### src/rtl/bitmap_frame_allocator_top_macros.svh
// Assertion macros used by the allocator datapath.
`ifndef BITMAP_FRAME_ALLOCATOR_TOP_MACROS_SVH
`define BITMAP_FRAME_ALLOCATOR_TOP_MACROS_SVH

// Same-cycle implication.
`define BFA_ASSERT_IMP(lbl, clk, rst, ante, cons, msg) \
   lbl: assert property (@(posedge clk) disable iff (rst) (ante) |-> (cons)) \
      else $error(msg);

// Next-cycle implication.
`define BFA_ASSERT_NXT(lbl, clk, rst, ante, cons, msg) \
   lbl: assert property (@(posedge clk) disable iff (rst) (ante) |=> (cons)) \
      else $error(msg);

`endif

### src/rtl/bfa_pkg.sv
package bfa_pkg;

   localparam int FRAME_COUNT = 4096;
   localparam int FRAME_BYTES = 4096;
   localparam int WORD_BITS   = 32;
   localparam int WORDS       = FRAME_COUNT / WORD_BITS;
   localparam int WORD_AW     = $clog2(WORDS);
   localparam int WCNT_W      = WORD_AW + 1;
   localparam int BIT_W       = $clog2(WORD_BITS);
   localparam int FRAME_W     = $clog2(FRAME_COUNT);
   localparam int CNT_W       = 13;
   localparam int ADDR_W      = 24;
   localparam int OFFS_W      = $clog2(FRAME_BYTES);
   localparam int PC_W        = BIT_W + 1;

   typedef enum logic {
      OP_ALLOC = 1'b0,
      OP_FREE  = 1'b1
   } opcode_type;

   typedef enum logic [3:0] {
      ST_IDLE,
      ST_CHECK,
      ST_RC_RD,
      ST_RC_ACC,
      ST_AL_RD,
      ST_AL_WORD,
      ST_AL_BIT,
      ST_MK_RD,
      ST_MK_WR,
      ST_RESP
   } state_type;

   typedef struct packed {
      logic accept;
      logic rd;
      logic rc_acc;
      logic scan_word;
      logic scan_bit;
      logic mark_wr;
      logic ld_rsp;
   } cmd_type;

   typedef struct packed {
      logic op_free;
      logic alloc_ok;
      logic free_empty;
      logic scan_end;
      logic word_ones;
      logic word_zeros;
      logic word_fit;
      logic bit_found;
      logic bit_last;
      logic mark_last;
      logic rsp_free;
   } status_type;

   // Bits of word w that lie below frame limit t.
   function automatic logic [WORD_BITS-1:0] lim_mask(logic [WCNT_W-1:0] w,
                                                     logic [CNT_W-1:0] t);
      logic [WCNT_W-1:0] tw;
      logic [WORD_BITS-1:0] m;
      tw = t[CNT_W-1:BIT_W];
      if (w < tw) begin
         m = '1;
      end else if (w == tw) begin
         m = ~({WORD_BITS{1'b1}} << t[BIT_W-1:0]);
      end else begin
         m = '0;
      end
      return m;
   endfunction

endpackage

### src/rtl/bfa_ctrl.sv
module bfa_ctrl (
   input  logic                clock,
   input  logic                reset,
   input  logic                req_tvalid,
   output logic                req_tready,
   input  logic                csr_wr_en,
   input  bfa_pkg::status_type st,
   output bfa_pkg::cmd_type    cmd
);

   bfa_pkg::state_type state_ff, state_in;

   always_ff @(posedge clock) begin
      if (reset) begin
         state_ff <= bfa_pkg::ST_IDLE;
      end else begin
         state_ff <= state_in;
      end
   end

   always_comb begin
      state_in = state_ff;
      unique case (state_ff)
         bfa_pkg::ST_IDLE: begin
            if (csr_wr_en) begin
               state_in = bfa_pkg::ST_RC_RD;
            end else if (req_tvalid) begin
               state_in = bfa_pkg::ST_CHECK;
            end
         end
         bfa_pkg::ST_CHECK: begin
            if (st.op_free) begin
               state_in = st.free_empty ? bfa_pkg::ST_RESP : bfa_pkg::ST_MK_RD;
            end else begin
               state_in = st.alloc_ok ? bfa_pkg::ST_AL_RD : bfa_pkg::ST_RESP;
            end
         end
         bfa_pkg::ST_RC_RD: begin
            state_in = st.scan_end ? bfa_pkg::ST_IDLE : bfa_pkg::ST_RC_ACC;
         end
         bfa_pkg::ST_RC_ACC: state_in = bfa_pkg::ST_RC_RD;
         bfa_pkg::ST_AL_RD: begin
            state_in = st.scan_end ? bfa_pkg::ST_RESP : bfa_pkg::ST_AL_WORD;
         end
         bfa_pkg::ST_AL_WORD: begin
            if (st.word_ones) begin
               state_in = bfa_pkg::ST_AL_RD;
            end else if (st.word_zeros) begin
               state_in = st.word_fit ? bfa_pkg::ST_MK_RD : bfa_pkg::ST_AL_RD;
            end else begin
               state_in = bfa_pkg::ST_AL_BIT;
            end
         end
         bfa_pkg::ST_AL_BIT: begin
            if (st.bit_found) begin
               state_in = bfa_pkg::ST_MK_RD;
            end else if (st.bit_last) begin
               state_in = bfa_pkg::ST_AL_RD;
            end
         end
         bfa_pkg::ST_MK_RD: state_in = bfa_pkg::ST_MK_WR;
         bfa_pkg::ST_MK_WR: begin
            state_in = st.mark_last ? bfa_pkg::ST_RESP : bfa_pkg::ST_MK_RD;
         end
         bfa_pkg::ST_RESP: begin
            if (st.rsp_free) begin
               state_in = bfa_pkg::ST_IDLE;
            end
         end
         default: state_in = bfa_pkg::ST_IDLE;
      endcase
   end

   always_comb begin
      cmd        = '0;
      req_tready = 1'b0;
      unique case (state_ff)
         bfa_pkg::ST_IDLE: begin
            req_tready = !csr_wr_en;
            cmd.accept = req_tvalid && !csr_wr_en;
         end
         bfa_pkg::ST_RC_RD:   cmd.rd = !st.scan_end;
         bfa_pkg::ST_RC_ACC:  cmd.rc_acc = 1'b1;
         bfa_pkg::ST_AL_RD:   cmd.rd = !st.scan_end;
         bfa_pkg::ST_AL_WORD: cmd.scan_word = 1'b1;
         bfa_pkg::ST_AL_BIT:  cmd.scan_bit = 1'b1;
         bfa_pkg::ST_MK_RD:   cmd.rd = 1'b1;
         bfa_pkg::ST_MK_WR:   cmd.mark_wr = 1'b1;
         bfa_pkg::ST_RESP:    cmd.ld_rsp = st.rsp_free;
         default: cmd = '0;
      endcase
   end

endmodule

### src/rtl/bfa_dpath.sv
`include "bitmap_frame_allocator_top_macros.svh"

module bfa_dpath (
   input  logic                         clock,
   input  logic                         reset,
   input  logic                         csr_wr_en,
   input  logic [bfa_pkg::CNT_W-1:0]    csr_wr_data,
   input  logic                         req_op,
   input  logic [bfa_pkg::ADDR_W-1:0]   req_addr,
   input  logic [bfa_pkg::CNT_W-1:0]    req_len,
   input  bfa_pkg::cmd_type             cmd,
   output bfa_pkg::status_type          st,
   output logic                         rsp_valid,
   input  logic                         rsp_ready,
   output logic [bfa_pkg::ADDR_W-1:0]   rsp_addr,
   output logic                         rsp_status,
   output logic [bfa_pkg::CNT_W-1:0]    rsp_free
);

   logic [bfa_pkg::WORD_BITS-1:0] bitmap_mem [bfa_pkg::WORDS];
   logic [bfa_pkg::WORD_BITS-1:0] mem_q_ff;
   logic          vld_q_ff;
   logic [bfa_pkg::WORDS-1:0] vld_ff, vld_in;

   logic [bfa_pkg::CNT_W-1:0]   total_ff, total_in;
   logic [bfa_pkg::CNT_W-1:0]   free_ff, free_in;
   logic [bfa_pkg::WCNT_W-1:0]  w_ff, w_in;
   logic [bfa_pkg::BIT_W-1:0]   bit_ff, bit_in;
   logic [bfa_pkg::CNT_W-1:0]   run_ff, run_in;
   logic [bfa_pkg::FRAME_W-1:0] start_ff, start_in;
   logic [bfa_pkg::FRAME_W-1:0] a_ff, a_in;
   logic [bfa_pkg::CNT_W-1:0]   b_ff, b_in;
   logic [bfa_pkg::CNT_W-1:0]   len_ff, len_in;
   logic                        op_ff, op_in;
   logic                        found_ff, found_in;
   logic                        rsp_valid_ff, rsp_valid_in;
   logic [bfa_pkg::ADDR_W-1:0]  rsp_addr_ff, rsp_addr_in;
   logic                        rsp_status_ff, rsp_status_in;
   logic [bfa_pkg::CNT_W-1:0]   rsp_free_ff, rsp_free_in;

   logic [bfa_pkg::WORD_BITS-1:0] data, eff, range_m, new_word;
   logic [bfa_pkg::CNT_W-1:0]   w_base;
   logic [bfa_pkg::FRAME_W-1:0] frame, cur_start, base;
   logic [bfa_pkg::CNT_W:0]     free_end;
   logic [bfa_pkg::PC_W-1:0]    pc_free, pc_freed;
   logic                        word_ones, word_zeros, word_fit, bit_found;

   assign data     = vld_q_ff ? mem_q_ff : '1;
   assign eff      = data | ~bfa_pkg::lim_mask(w_ff, total_ff);
   assign range_m  = bfa_pkg::lim_mask(w_ff, b_ff)
                   & ~bfa_pkg::lim_mask(w_ff, bfa_pkg::CNT_W'(a_ff));
   assign new_word = (op_ff == bfa_pkg::OP_FREE) ? (data & ~range_m) : (data | range_m);
   assign w_base   = bfa_pkg::CNT_W'({w_ff, bfa_pkg::BIT_W'(0)});
   assign frame    = {w_ff[bfa_pkg::WORD_AW-1:0], bit_ff};
   assign cur_start = (run_ff == '0) ? frame : start_ff;
   assign base     = bfa_pkg::FRAME_W'(req_addr[bfa_pkg::ADDR_W-1:bfa_pkg::OFFS_W]);
   assign free_end = (bfa_pkg::CNT_W+1)'(base) + (bfa_pkg::CNT_W+1)'(req_len);
   assign pc_free  = bfa_pkg::PC_W'($countones(~eff));
   assign pc_freed = bfa_pkg::PC_W'($countones(data & range_m));

   assign word_ones  = (eff == '1);
   assign word_zeros = (eff == '0);
   assign word_fit   = ((bfa_pkg::CNT_W+1)'(run_ff)
                       + (bfa_pkg::CNT_W+1)'(bfa_pkg::WORD_BITS))
                       >= (bfa_pkg::CNT_W+1)'(len_ff);
   assign bit_found  = !eff[bit_ff] && ((run_ff + 1'b1) == len_ff);

   always_comb begin
      st.op_free    = (op_ff == bfa_pkg::OP_FREE);
      st.alloc_ok   = (len_ff != '0) && (free_ff != '0) && (len_ff <= total_ff);
      st.free_empty = (b_ff <= bfa_pkg::CNT_W'(a_ff));
      st.scan_end   = (w_base >= total_ff);
      st.word_ones  = word_ones;
      st.word_zeros = word_zeros;
      st.word_fit   = word_fit;
      st.bit_found  = bit_found;
      st.bit_last   = (bit_ff == '1);
      st.mark_last  = ((w_base + bfa_pkg::CNT_W'(bfa_pkg::WORD_BITS)) >= b_ff);
      st.rsp_free   = !rsp_valid_ff || rsp_ready;
   end

   always_comb begin
      total_in = total_ff;
      free_in  = free_ff;
      w_in     = w_ff;
      bit_in   = bit_ff;
      run_in   = run_ff;
      start_in = start_ff;
      a_in     = a_ff;
      b_in     = b_ff;
      len_in   = len_ff;
      op_in    = op_ff;
      found_in = found_ff;
      vld_in   = vld_ff;
      rsp_valid_in  = rsp_valid_ff && !rsp_ready;
      rsp_addr_in   = rsp_addr_ff;
      rsp_status_in = rsp_status_ff;
      rsp_free_in   = rsp_free_ff;

      if (csr_wr_en) begin
         total_in = (csr_wr_data > bfa_pkg::CNT_W'(bfa_pkg::FRAME_COUNT))
                  ? bfa_pkg::CNT_W'(bfa_pkg::FRAME_COUNT) : csr_wr_data;
         free_in  = '0;
         w_in     = '0;
      end

      if (cmd.accept) begin
         op_in    = req_op;
         len_in   = req_len;
         run_in   = '0;
         bit_in   = '0;
         found_in = 1'b0;
         if (req_op == bfa_pkg::OP_FREE) begin
            a_in = base;
            b_in = (free_end > (bfa_pkg::CNT_W+1)'(total_ff))
                 ? total_ff : bfa_pkg::CNT_W'(free_end);
            w_in = bfa_pkg::WCNT_W'(base[bfa_pkg::FRAME_W-1:bfa_pkg::BIT_W]);
         end else begin
            w_in = '0;
         end
      end

      if (cmd.rc_acc) begin
         free_in = free_ff + bfa_pkg::CNT_W'(pc_free);
         w_in    = w_ff + 1'b1;
      end

      if (cmd.scan_word) begin
         if (word_ones) begin
            run_in = '0;
            w_in   = w_ff + 1'b1;
         end else if (word_zeros) begin
            if (word_fit) begin
               found_in = 1'b1;
               a_in     = cur_start;
               b_in     = bfa_pkg::CNT_W'(cur_start) + len_ff;
               free_in  = free_ff - len_ff;
               w_in     = bfa_pkg::WCNT_W'(cur_start[bfa_pkg::FRAME_W-1:bfa_pkg::BIT_W]);
            end else begin
               start_in = cur_start;
               run_in   = run_ff + bfa_pkg::CNT_W'(bfa_pkg::WORD_BITS);
               w_in     = w_ff + 1'b1;
            end
         end
      end

      if (cmd.scan_bit) begin
         if (eff[bit_ff]) begin
            run_in = '0;
         end else if (bit_found) begin
            found_in = 1'b1;
            a_in     = cur_start;
            b_in     = bfa_pkg::CNT_W'(cur_start) + len_ff;
            free_in  = free_ff - len_ff;
            w_in     = bfa_pkg::WCNT_W'(cur_start[bfa_pkg::FRAME_W-1:bfa_pkg::BIT_W]);
         end else begin
            start_in = cur_start;
            run_in   = run_ff + 1'b1;
         end
         if (!bit_found) begin
            bit_in = bit_ff + 1'b1;
            if (bit_ff == '1) begin
               w_in = w_ff + 1'b1;
            end
         end
      end

      if (cmd.mark_wr) begin
         vld_in[w_ff[bfa_pkg::WORD_AW-1:0]] = 1'b1;
         if (op_ff == bfa_pkg::OP_FREE) begin
            free_in = free_ff + bfa_pkg::CNT_W'(pc_freed);
         end
         w_in = w_ff + 1'b1;
      end

      if (cmd.ld_rsp) begin
         rsp_valid_in  = 1'b1;
         rsp_status_in = (op_ff == bfa_pkg::OP_ALLOC) && !found_ff;
         rsp_addr_in   = ((op_ff == bfa_pkg::OP_ALLOC) && found_ff)
                       ? bfa_pkg::ADDR_W'({a_ff, bfa_pkg::OFFS_W'(0)}) : '0;
         rsp_free_in   = free_ff;
      end
   end

   always_ff @(posedge clock) begin
      if (reset) begin
         total_ff     <= '0;
         free_ff      <= '0;
         w_ff         <= '0;
         bit_ff       <= '0;
         run_ff       <= '0;
         found_ff     <= 1'b0;
         op_ff        <= bfa_pkg::OP_ALLOC;
         vld_ff       <= '0;
         rsp_valid_ff <= 1'b0;
      end else begin
         total_ff     <= total_in;
         free_ff      <= free_in;
         w_ff         <= w_in;
         bit_ff       <= bit_in;
         run_ff       <= run_in;
         found_ff     <= found_in;
         op_ff        <= op_in;
         vld_ff       <= vld_in;
         rsp_valid_ff <= rsp_valid_in;
      end
   end

   always_ff @(posedge clock) begin
      start_ff      <= start_in;
      a_ff          <= a_in;
      b_ff          <= b_in;
      len_ff        <= len_in;
      rsp_addr_ff   <= rsp_addr_in;
      rsp_status_ff <= rsp_status_in;
      rsp_free_ff   <= rsp_free_in;
   end

   always_ff @(posedge clock) begin
      if (cmd.mark_wr) begin
         bitmap_mem[w_ff[bfa_pkg::WORD_AW-1:0]] <= new_word;
      end
      if (cmd.rd) begin
         mem_q_ff <= bitmap_mem[w_ff[bfa_pkg::WORD_AW-1:0]];
         vld_q_ff <= vld_ff[w_ff[bfa_pkg::WORD_AW-1:0]];
      end
   end

   assign rsp_valid  = rsp_valid_ff;
   assign rsp_addr   = rsp_addr_ff;
   assign rsp_status = rsp_status_ff;
   assign rsp_free   = rsp_free_ff;

   `BFA_ASSERT_IMP(a_free_le_total, clock, reset, 1'b1, free_ff <= total_ff,
                   "free count above total")
   `BFA_ASSERT_IMP(a_fail_addr_zero, clock, reset, rsp_valid_ff && rsp_status_ff,
                   rsp_addr_ff == '0, "failed allocation with address")
   `BFA_ASSERT_IMP(a_alloc_was_free, clock, reset, cmd.mark_wr && op_ff == bfa_pkg::OP_ALLOC,
                   (data & range_m) == '0, "allocated frame was in use")
   `BFA_ASSERT_NXT(a_csr_clears_count, clock, reset, csr_wr_en, free_ff == '0,
                   "recount did not start from zero")

endmodule

### src/rtl/bitmap_frame_allocator_top.sv
// First-fit frame allocator over a 4096-frame used bitmap held in a 128 x 32 memory, all
// frames used after reset (no clearing pass). One transaction is handled at a time; each
// memory word visited takes a registered read, then a process or write-back step. A
// register write recounts free frames over ceil(total/32) words, each read and then
// accumulated, during which no transaction is taken. A free transaction reads and writes
// back each word touched. An allocate reads each word scanned, checks each partly used
// word one frame a cycle, then reads and writes back each word marked. The result waits
// in an output register, so the next transaction may start once it is loaded.
module bitmap_frame_allocator_top (
   input  logic        clock,
   input  logic        reset,
   input  logic        csr_wr_en,
   input  logic [12:0] csr_wr_data,     // total_frames
   input  logic        req_tvalid,
   output logic        req_tready,
   input  logic [39:0] req_tdata,       // byte_address[23:0], run_length[36:24], zero pad
   input  logic        req_tuser,       // opcode
   output logic        rsp_tvalid,
   input  logic        rsp_tready,
   output logic [39:0] rsp_tdata        // run_address[23:0], status[24], free_frames[37:25]
);

   bfa_pkg::cmd_type    cmd;
   bfa_pkg::status_type st;
   logic [bfa_pkg::ADDR_W-1:0] rsp_addr;
   logic                       rsp_status;
   logic [bfa_pkg::CNT_W-1:0]  rsp_free;

   bfa_ctrl u_ctrl (
      .clock      (clock),
      .reset      (reset),
      .req_tvalid (req_tvalid),
      .req_tready (req_tready),
      .csr_wr_en  (csr_wr_en),
      .st         (st),
      .cmd        (cmd)
   );

   bfa_dpath u_dpath (
      .clock       (clock),
      .reset       (reset),
      .csr_wr_en   (csr_wr_en),
      .csr_wr_data (csr_wr_data),
      .req_op      (req_tuser),
      .req_addr    (req_tdata[23:0]),
      .req_len     (req_tdata[36:24]),
      .cmd         (cmd),
      .st          (st),
      .rsp_valid   (rsp_tvalid),
      .rsp_ready   (rsp_tready),
      .rsp_addr    (rsp_addr),
      .rsp_status  (rsp_status),
      .rsp_free    (rsp_free)
   );

   assign rsp_tdata = {2'b00, rsp_free, rsp_status, rsp_addr};

endmodule

### config.mk
export PLATFORM = sky130hd
export DESIGN_NAME = bitmap_frame_allocator_top
export DESIGN_NICKNAME = d
export VERILOG_FILES = /design/src/rtl/bfa_pkg.sv /design/src/rtl/bfa_ctrl.sv /design/src/rtl/bfa_dpath.sv /design/src/rtl/bitmap_frame_allocator_top.sv
export VERILOG_INCLUDE_DIRS = /design/src /design/src/rtl
export SDC_FILE = /design/constraint.sdc
export NUM_CORES = 2
export LEC_CHECK = 0
export ABC_CLOCK_PERIOD_IN_PS = 13400
export BUFFER_PORTS_ARGS = -buffer_cell sky130_fd_sc_hd__buf_2
export CORE_MARGIN = 5
export CORE_UTILIZATION = 55
export CTS_CLUSTER_SIZE = 10
export DETAILED_ROUTE_END_ITERATION = 7
export PLACE_DENSITY_LB_ADDON = 0.12
export SYNTH_ARGS = -nofsm -noshare
export SYNTH_HDL_FRONTEND = slang
export SYNTH_SLANG_ARGS = --single-unit
### constraint.sdc
create_clock -name clock -period 13.4 [get_ports clock]
set_input_delay 0.67 -clock clock [delete_from_list [all_inputs] [get_ports clock]]
set_output_delay 0.67 -clock clock [all_outputs]
set_load 0.05 [all_outputs]
* Yosys cells after proc, flatten, opt, wreduce, memory -nomap -nowiden
Memory sizes are Yosys's and may differ from the RTL's. A register that Yosys moved wholly into a read port is not among the register bits.
Cells that the tools add are included.
** Cells by class
- $add $sub $neg :: 73
- Magnitude comparators :: 13
- Eq/ne operators :: 18
- Shift operators :: 3
- Muxes and demuxes :: 112
- Bitwise logic cells :: 14
- Reductions and logical operators :: 22
** Operator list (count)
- $mux 13 :: 30
- $mux 32 :: 8
- $not 32->32 :: 7
- $mux 12 :: 17
- $add 6x6->6 :: 30
- $or 128x128->128 :: 1
- $mux 8 :: 13
- $and 32x32->32 :: 3
- $shl 32x5->32 const A :: 3
- $add 1x1->2 :: 32
- $or 32x32->32 :: 2
- $mux 4 :: 12
- $pmux 4 s10 :: 1
- $eq 32x32->1 const B :: 1
- $logic_not 32->1 :: 1
- $add 13x6->13 :: 2
- $add 13x6->13 const B :: 2
- $ge 13x13->1 :: 2
- $reduce_bool 13->1 :: 2
- $mux 1 :: 21
- $eq 4x3->1 const B :: 4
- $eq 8x8->1 :: 2
- $lt 8x8->1 :: 2
- $mux 5 :: 3
- 39 further kinds :: 54
** Storage, ports and cells
- Flip-flop bits (word level) :: 276
- Bits in writable memories :: 4096
- Input bits :: 59
- Logic and storage cells :: 275
- Memories :: 1
** Memory list
- u_dpath.bitmap_mem :: words 128, bits a word 32, rd ports 1, clocked after memory_dff 1, wr ports 1, line bfa_dpath.sv:20 : logic [bfa_pkg::WORD_BITS-1:0] bitmap_mem [bfa_pkg::WORDS];

* Longest topological paths before layout
- Word-level depth :: 23
- Gate-level depth with buffers :: 38

* By module
Synthesis repeated with hierarchy kept, for this count alone.
** Second synthesis, totals
- Cells, all modules :: 10201
- Area total of the unflattened synthesis :: 168429.0 um^2
** By module, submodules not included
- bfa_dpath :: instances 1, cells an instance 10125, area an instance 167879.8 um^2, seq. area each 129564.3 um^2
- bfa_ctrl :: instances 1, cells an instance 72, area an instance 523.0 um^2, seq. area each 80.1 um^2
- bitmap_frame_allocator_top :: instances 1, cells an instance 4, area an instance 26.3 um^2, seq. area each 0.0 um^2

* Worst setup path before layout
OpenSTA, ideal clock, no wires.
- Path type :: register to register
- From :: reg u_dpath.w_ff[0] in the netlist's numbering
- To :: reg u_dpath.free_ff[12] in the netlist's numbering
- Library setup time :: 60 ps
- Data arrival time :: 7632 ps
- Data required time :: 13340 ps
- Setup slack :: 5708 ps
- Cell stages (with the launch flop) :: 33
- Period minus slack after synthesis :: 7692 ps
- Cells stage by stage :: dfxtp_1 > buf_2 > inv_1 > ha_1 > or4b_2 > clkbuf_1 > or3_1 > a221oi_1 > nor2b_1 > ha_1 > inv_1 > fa_1 > inv_1 > fa_1 > fa_1 > inv_1 > fa_1 > fa_1 > inv_1 > ha_1 > fa_1 > xor2_1 > ha_1 > inv_1 > nor2_1 > nor2_1 > nor2b_1 > o21a_1 > o211ai_1 > nor2_1 > xnor2_1 > a21oi_1 > o311a_1
** Between the ends
- Cells in the longest elaborated chain, start to end :: 22
- Elaborated cells between the ends (all ways) :: 98
- Those cells by class :: add/sub (64); order compare (3); eq/ne (4); mux (18); bitwise (6); reduce/logical (3)
** RTL lines
- start: declaration :: line bfa_dpath.sv:27 : logic [bfa_pkg::WCNT_W-1:0] w_ff, w_in;
- start signal: assignment :: line bfa_dpath.sv:199 : w_ff <= w_in;
- parallel branches: the longest is 21 deep, another holds $add 13x6->13
- $mux 13 (*) :: line bfa_dpath.sv:168 : if (cmd.mark_wr) begin
- end signal: assignment :: line bfa_dpath.sv:198 : free_ff <= free_in;
- end: declaration :: line bfa_dpath.sv:26 : logic [bfa_pkg::CNT_W-1:0] free_ff, free_in;
Mark *: on every way between the ends. The select of a mux whose other input is x is not followed.
A chain may end at the register's enable or synchronous reset.

* Worst setup path in the final report
Ends and elaborated chain as after synthesis.

==> reports/metrics.csv <==
metric,value,unit
critPathMaxStageDelay,650,ps
syn_area_per_cell,16.55,sq um
layout-drive-gt1-share,11.92,%
grt_pass1_wl,789700,microns
path_class,flip-flop to flip-flop,
whs,54.20,ps
synth_edf_count,4168,
gr-total-overflow,0,
max_slew_margin,-2.571,%
crit_family,adder cells,
status,"complete, but fails checks",
gp_congestion,0.9179,
place_inst,14110,
p_leak,58.98,nW
postRouteAntennaNets,0,
clkTransAtPathRegs,60,ps
seq_area,0.1297,sq mm
min_period_over_period,70.49,%
peakVddDrop,302.2,uV
crit_buf_inv,6,
power.density,202.0,mW/mm^2
synth_ff_type,edfxtp_1,
failed_checks,"max-capacitance violations, max-slew violations",
tns,0,ps
period_minus_slack,9446,ps
max-cap-violations,1,
die_w,564.1,microns
wl_per_cell,38.39,microns
fin_cells,14920,
drt_wl_total,572800,microns
required,14270,ps
dp_hpwl,333200,microns
crit_path_top_delay_cell,dfxtp_1,
synth-seq-cells,4392,
finalHoldViolations,0,
fp.dieH,564.1,microns
cts_made_buffers,482,
cts-root-buf,clkbuf_16,
fin_util,62.41,%
tritoncts,done,
ys_async_sr_fraction,0,%
finClkSkew,113.1,ps
area_delta_synth_final,13.00,%
cts_resized,0,
rsz0062_at_grt,false,
core-area,0.3058,sq mm
mostFrequentLayoutCell,edfxtp_1,
clk_path_buf_depth,4,
grt_max_degree,105,
firstDrtPassIters,7,
hold_path.class,primary input to flip-flop,
dieArea,0.3183,sq mm
dr_total_vias,105200,
fillerInstances,21890,
ys_seq_area_share,76.76,%
max_slew.worst_pin.slew,1519,ps
drc,0,
fmax,105.9,MHz
start_util,55.23,%
via_per_inst,7.050,
htreeDepth,5,
rows,203,
grt_usage,35.25,%
drv_slew,2,
most-common-layout-cells,"4,168 x edfxtp_1, 1,454 x a22oi_1, 484 x clkbuf_16",
worst-endpoint-arrival,10320,ps
numPortBuffers,71,
clock_sinks,4392,
ys_types,96,
io_pins,101,
clk_latency,1040,ps
antenna_found_initial,54,
synth_area,0.1689,sq mm
yosysWarnings,0,
synth_cells,10200,
layout.nets,10830,
cp_max_fo,13,
multiInputGateArea,0.03746,sq mm
drtIter0Drc,17350,
setup_viol,0,
setup_ws,3954,ps
setup.worst_path.start_class,flip-flop,
grt_pass1_vias,99740,
end_kind,flip-flop,
post-place-ws,4017,ps
[layout make-up]
type / instances / area share, %
antenna: 54 / 0.07081
clock buffer: 708 / 6.808
clock inverter: 36 / 0.3881
inverter: 205 / 0.4032
multi-input combinational: 4937 / 19.63
sequential: 4392 / 67.94
tap: 4100 / 2.688
timing repair buffer: 491 / 2.075
[worst paths after layout]
check | from | endpoint | slack [ps] | cells after the start
max | u_dpath.w_ff[0]$_SDFF_PP0_ | u_dpath.free_ff[12]$_SDFF_PP0_ | 3950 | 32
min | req_tdata[12] | u_dpath.a_ff[0]$_DFF_P_ | 50 | 3
max reg2reg | u_dpath.w_ff[0]$_SDFF_PP0_ | u_dpath.free_ff[12]$_SDFF_PP0_ | 3950 | 32
min reg2reg | u_dpath.vld_ff[38]$_SDFFE_PP0P_ | u_dpath.vld_ff[38]$_SDFFE_PP0P_ | 470 | 2
[worst reg2reg max path, delay by kind of cell (launching register included)]
kind	cells	cell delay, ps
DFF	1	650
xor gates and xnor gates	2	500
AOI/OAI and AO/OA	6	1970
adders and majority gates	10	4120
buffers and inverters	6	720
and+or+nand+nor	8	1400
[synth_stat cells, types with 55 or more instances]
| cell | number | area share (%) |
|---|---|---|
| clkbuf_1 | 434 | 0.96 |
| ha_1 | 200 | 1.5 |
| mux2i_1 | 76 | 0.45 |
| inv_1 | 203 | 0.45 |
| xnor2_1 | 63 | 0.33 |
| dfxtp_1 | 224 | 2.7 |
| a22oi_1 | 1454 | 6.5 |
| o211ai_1 | 62 | 0.28 |
| nor4_1 | 87 | 0.32 |
| a41oi_1 | 123 | 0.64 |
| nand3_1 | 92 | 0.27 |
| nor2_1 | 552 | 1.2 |
| edfxtp_1 | 4168 | 74 |
| fa_1 | 57 | 0.68 |
| a221oi_1 | 348 | 1.8 |
| a22o_1 | 339 | 1.8 |
| nor2b_1 | 83 | 0.31 |
| buf_1 | 183 | 0.41 |
| a31oi_1 | 258 | 0.96 |
| a21oi_1 | 139 | 0.41 |
| nand2_1 | 155 | 0.34 |
| o21ai_0 | 164 | 0.49 |
| nand4_1 | 180 | 0.67 |
| nor3_1 | 55 | 0.16 |
[stage by stage]
step | power (mW) | cell area, sq um
after floorplan | 22.52 | 168900
after global placement | 26.65 | 176800
after detailed placement | 26.77 | 176800
after CTS | 38.45 | 190700
after global routing | 39.73 | 190800
final | 38.55 | 190800
[timing repair]
item / CTS / global route
setup buffers: 0 / 0
hold buffers: 18 / 0
hold endpoints to repair: 18 / 0
[flip-flops by register name, indices dropped and copies added (netlist names), 8 cells and up]
register	cells
u_dpath.mem_q_ff	32
u_dpath.start_ff	12
u_dpath.vld_ff	128
u_dpath.w_ff	8
u_dpath.bitmap_mem	4096
u_dpath.rsp_free	13
u_dpath.rsp_addr	12
u_dpath.run_ff	13
u_dpath.len_ff	13
u_dpath.a_ff	12
u_dpath.free_ff	13
u_dpath.total_ff	13
u_dpath.b_ff	13
[cells by family after synthesis]
group,count (synthesis),share of synthesized area [%]
adder cells (fa/ha/maj),257,2.157
XOR/XNOR,92,0.4816
other,1,0.002220
AND/OR/NAND/NOR,1345,3.894
AO/OA/AOI/OAI,3127,14.00
multiplexers,102,0.6438
buffers and inverters,886,2.054
flip-flops,4392,76.76
[report_power, final]
part | internal, mW | switching, mW | total (mW) | leakage [nW]
logic | 2.43 | 7.10 | 9.53 | 13.8
registers | 16.9 | 0.217 | 17.2 | 38.6
clock network | 6.67 | 5.19 | 11.9 | 6.56
total | 26.0 | 12.5 | 38.5 | 59.0
[routing by layer]
metal  track usage, %  up-vias  wire length (microns)
met5                0        -                    147
li1                 -    42630                      -
met1            48.05    53750                 208600
met3            9.259     1245                  73450
met4            17.90       24                  35260
met2            52.96     7549                 255400
Note: power is estimated with default switching activity, not from simulation.
